===== config.mk =====
export PLATFORM = sky130hd
export DESIGN_NAME = tdpt_datapath
export DESIGN_NICKNAME = d
export VERILOG_FILES = /design/src/rtl/tdpt_pkg.sv /design/src/rtl/tdpt_datapath.sv
export SDC_FILE = /design/constraint.sdc
export NUM_CORES = 1
export LEC_CHECK = 0
export BUFFER_PORTS_ARGS = -buffer_cell sky130_fd_sc_hd__buf_2
export CORE_AREA = 3 3 118 120
export DETAILED_ROUTE_END_ITERATION = 10
export DIE_AREA = 0 0 121 123
export PLACE_DENSITY = 0.82
export SLEW_MARGIN = 10
export SYNTH_ARGS = -nofsm -noshare
export SYNTH_HDL_FRONTEND = slang
export SYNTH_SLANG_ARGS = --single-unit

===== constraint.sdc =====
create_clock -name clock -period 6.96 [get_ports clock]
set_clock_uncertainty 0.2 [all_clocks]
set_input_delay 0.348 -clock clock [delete_from_list [all_inputs] [get_ports clock]]
set_output_delay 0.348 -clock clock [all_outputs]
set_load 0.005 [all_outputs]

===== src/rtl/tdpt_pkg.sv =====
package tdpt_pkg;

   localparam int VALUE_WIDTH = 32;
   localparam int COUNT_WIDTH = $clog2(VALUE_WIDTH);

   typedef struct packed {
      logic load;
      logic step;
      logic next;
   } tdpt_cmd_type;

   typedef struct packed {
      logic trivial_no;
      logic div_last;
      logic bound_fail;
      logic rem_zero;
   } tdpt_status_type;

endpackage


===== src/rtl/tdpt_datapath.sv =====
module tdpt_datapath
   import tdpt_pkg::*;
(
   input  logic                   clock,
   input  logic [VALUE_WIDTH-1:0] value,
   input  tdpt_cmd_type           cmd,
   output tdpt_status_type        status
);

   logic [VALUE_WIDTH-1:0] value_ff, value_in;
   logic [VALUE_WIDTH-1:0] divisor_ff, divisor_in;
   logic [VALUE_WIDTH-1:0] rem_ff, rem_in;
   logic [VALUE_WIDTH-1:0] quo_ff, quo_in;
   logic [COUNT_WIDTH-1:0] count_ff, count_in;
   logic [VALUE_WIDTH:0]   trial;
   logic [VALUE_WIDTH:0]   diff;
   logic                   fits;

   // one restoring division bit per step
   assign trial = {rem_ff, quo_ff[VALUE_WIDTH-1]};
   assign diff  = trial - {1'b0, divisor_ff};
   assign fits  = trial >= {1'b0, divisor_ff};

   always_comb begin
      value_in   = value_ff;
      divisor_in = divisor_ff;
      rem_in     = rem_ff;
      quo_in     = quo_ff;
      count_in   = count_ff;
      if (cmd.load) begin
         value_in   = value;
         divisor_in = VALUE_WIDTH'(2);
         rem_in     = '0;
         quo_in     = value;
         count_in   = '0;
      end else if (cmd.next) begin
         divisor_in = divisor_ff + VALUE_WIDTH'(1);
         rem_in     = '0;
         quo_in     = value_ff;
         count_in   = '0;
      end else if (cmd.step) begin
         rem_in   = fits ? diff[VALUE_WIDTH-1:0] : trial[VALUE_WIDTH-1:0];
         quo_in   = {quo_ff[VALUE_WIDTH-2:0], fits};
         count_in = count_ff + COUNT_WIDTH'(1);
      end
   end

   always_ff @(posedge clock) begin
      value_ff   <= value_in;
      divisor_ff <= divisor_in;
      rem_ff     <= rem_in;
      quo_ff     <= quo_in;
      count_ff   <= count_in;
   end

   assign status.trivial_no = value_ff[VALUE_WIDTH-1] || (value_ff < VALUE_WIDTH'(2));
   assign status.div_last   = count_ff == COUNT_WIDTH'(VALUE_WIDTH - 1);
   assign status.bound_fail = divisor_ff > quo_ff;
   assign status.rem_zero   = rem_ff == '0;

endmodule


==> impl_metrics.tcl <==
set metrics [dict create \
    clk_latency_ps 440 \
    slew_viol_final 0 \
    cts_tree "built" \
    antenna_found_initial 0 \
    worstPathRequired_ps 6410 \
    synth_simple_gate_area_share_pct 15.4 \
    synth_edf_count 64 \
    place_congestion 0.969 \
    hold_viol_final 0 \
    period_share_pct 53.3 \
    start_kind "flip-flop" \
    grt_first_pass_wirelength_um 33200 \
    fmax_mhz 269 \
    ys_warn_count 0 \
    numCtsBuffers 17 \
    rsz0062_at_grt "no" \
    core_um2 13100 \
    path_class "flip-flop to primary output" \
    path_max_fanout 6 \
    peakVddDrop_mv 0.264 \
    io_buffers 39 \
    htree_levels 4 \
    synth_area_um2 8310 \
    post-dp-hpwl_um 13400 \
    power.leakage_nw 4.08 \
    dr.pass1.iters 5 \
    drc 0 \
    power_density_nw_per_um2 284 \
    relSlewSlack_pct 39.6 \
    fin_crit_ps 3710 \
    initial_core_util_pct 63.5 \
    synth_cell_types 58 \
    antenna_cells 0 \
    tightest_slew_ps 905 \
    die_h_um 123 \
    synth.area.mux_share_pct 6.99 \
    synthCells 908 \
    total_power_mw 2.70 \
    synth_top_family_by_area "compound AO/OA/AOI/OAI gates" \
    async_flop_share_pct 0 \
    die_x_um 121 \
    ios 40 \
    nets 1070 \
    postRouteAntennaNets 0 \
    synthXorXnorAreaFrac_pct 6.43 \
    drive_gt1_share_pct 9.40 \
    grt_max_degree 95 \
    max-cap-violations 0 \
    ys.flop_type "dfxtp_1" \
    avgRoutedWirePerCell_um 17.7 \
    synth_compound_area_share_pct 15.8 \
    die-area_um2 14900 \
    grtUsageTotal_pct 28.3 \
    avgSynthCellArea_um2 9.15 \
    arrival_ps 3160 \
    synth-seq-cells 133 \
    numClockSinks 133 \
    via_per_inst 6.01 \
    hold_class "input port to flip-flop" \
    synth_fa_ha_area_share_pct 10.3 \
    finalSetupViolCount 0 \
    ys_seq_area_share_pct 39.8 \
    endpoint_kind "primary output" \
    post_cts_resized 0 \
    grt-ovfl-total 0 \
    cts_root_buf "clkbuf_16" \
    cts_buffer_depth 2 \
    finalSetupTns_ps 0 \
    grt_pass1_vias 6672 \
    status "completed" \
    mostFrequentLayoutCells "o21ai_0 (72), nand2_1 (71), nor2_1 (70), dfxtp_1 (69), ha_1 (67)" \
    drt_iter0_markers 631 \
    finalWirelength_um 20400 \
    synthesis.nets 1012 \
    clk_pin_slew_ps 60 \
    num_rows 42 \
    mostFrequentLayoutCell "o21ai_0" \
    syn_to_final_growth_pct 14.2 \
    via_count 6944 \
]
## worst paths after layout
kind | startpoint | to | slack (ps) | cells past startpoint
worst max-delay path | divisor_ff[1] | status[1] | 3250 | 11
worst min-delay path | cmd[2] | divisor_ff[14] | 110 | 2
worst max register to register | divisor_ff[20] | rem_ff[31] | 3330 | 11
worst min register to register | count_ff[4] | count_ff[4] | 300 | 2
## metrics by stage
stage	std cells	hold slack, ps	cell area (um^2)	utilization, %	worst slack [ps]
floorplan	908	247	8310	-	3930
global placement	1091	283	8600	65.7	3420
detailed placement	1091	298	8600	65.7	3380
CTS	1155	99.9	9490	72.5	3270
global route	1155	127	9490	72.5	3130
finish	1155	112	9490	72.5	3250
## synth_stat cells (2+ instances only)
master / n / area share, %
inv_1: 66 / 3.0
or4_1: 2 / 0.18
buf_2: 2 / 0.12
inv_2: 6 / 0.27
nor2_1: 71 / 3.2
a211oi_1: 6 / 0.54
o31ai_1: 4 / 0.36
o21a_1: 7 / 0.63
nand3_1: 17 / 1.0
nor2b_1: 9 / 0.68
and2_1: 2 / 0.15
xnor2_1: 47 / 5.0
nor3_1: 16 / 0.96
nand2_1: 71 / 3.2
nor4_1: 20 / 1.5
a31oi_1: 6 / 0.45
edfxtp_1: 64 / 23
a221oi_1: 2 / 0.21
buf_6: 3 / 0.41
nand4_1: 29 / 2.2
a211o_1: 3 / 0.32
o21ai_0: 72 / 4.3
a21oi_1: 64 / 3.9
nand3b_1: 2 / 0.18
mux2i_1: 58 / 7.0
o21bai_1: 7 / 0.63
nor4_2: 2 / 0.30
a21o_1: 20 / 1.8
o21ai_1: 6 / 0.36
dfxtp_1: 69 / 17
clkbuf_1: 28 / 1.3
o211ai_1: 6 / 0.54
nand2b_1: 5 / 0.38
o211ai_2: 2 / 0.30
a2111oi_0: 3 / 0.32
o22ai_1: 2 / 0.15
and3_1: 4 / 0.30
and4_1: 2 / 0.21
buf_1: 4 / 0.18
or3_1: 2 / 0.15
xor2_1: 14 / 1.5
ha_1: 67 / 10
## cells by family (layout without fill, tap and decap cells)
kind of cell / Yosys count / in the layout
adder cells (fa/ha/maj): 68 / 68
XOR/XNOR: 61 / 61
flip-flops: 133 / 133
multiplexers: 58 / 58
AND/OR/NAND/NOR: 262 / 262
buffers and inverters: 109 / 180
AO/OA/AOI/OAI: 217 / 217
## power by group
group | switching [mW] | internal, mW | total, mW
registers | 0.0529 | 0.887 | 0.940
logic | 0.501 | 0.377 | 0.878
clock network | 0.378 | 0.500 | 0.878
## final cells by class
class,count,area [um^2]
inverters,72,270
flip-flops and latches,133,3300
clock inverters,14,138
fillers,931,3600
multi-input cells,666,4570
well taps,176,220
clock buffers,18,429
repair buffers,76,556
## worst max-delay path, cell delays in order (launching register included)
cell	delay, ps
dfxtp_1	490
ha_1	300
nor2b_1	140
o21a_1	160
o21a_1	180
o21a_1	170
o21a_1	160
o21ai_0	130
a21boi_0	130
a2111oi_0	560
a31oi_1	130
buf_2	180
## repair_timing
action	4_1_cts	5_1_grt
buffers inserted	0	0
hold buffers	32	0
hold endpoints to repair	37	0
## flip-flops by register name, indices dropped and copies added, names as in the netlist
signal and count:
value_ff 32, divisor_ff 32, rem_ff 32, quo_ff 32, count_ff 5
## metal layers
layer  GRT usage (%)  part of all wire (%)  up-vias  wire (um)
met4            9.07                   1.9        0        382
met1            37.1                    44     3248       8970
met5               0                     0        -          0
met2            47.3                    48      265       9710
li1                -                     -     3400          -
met3            6.04                   6.6       31       1350
Note: power is estimated with default switching activity, not from simulation.
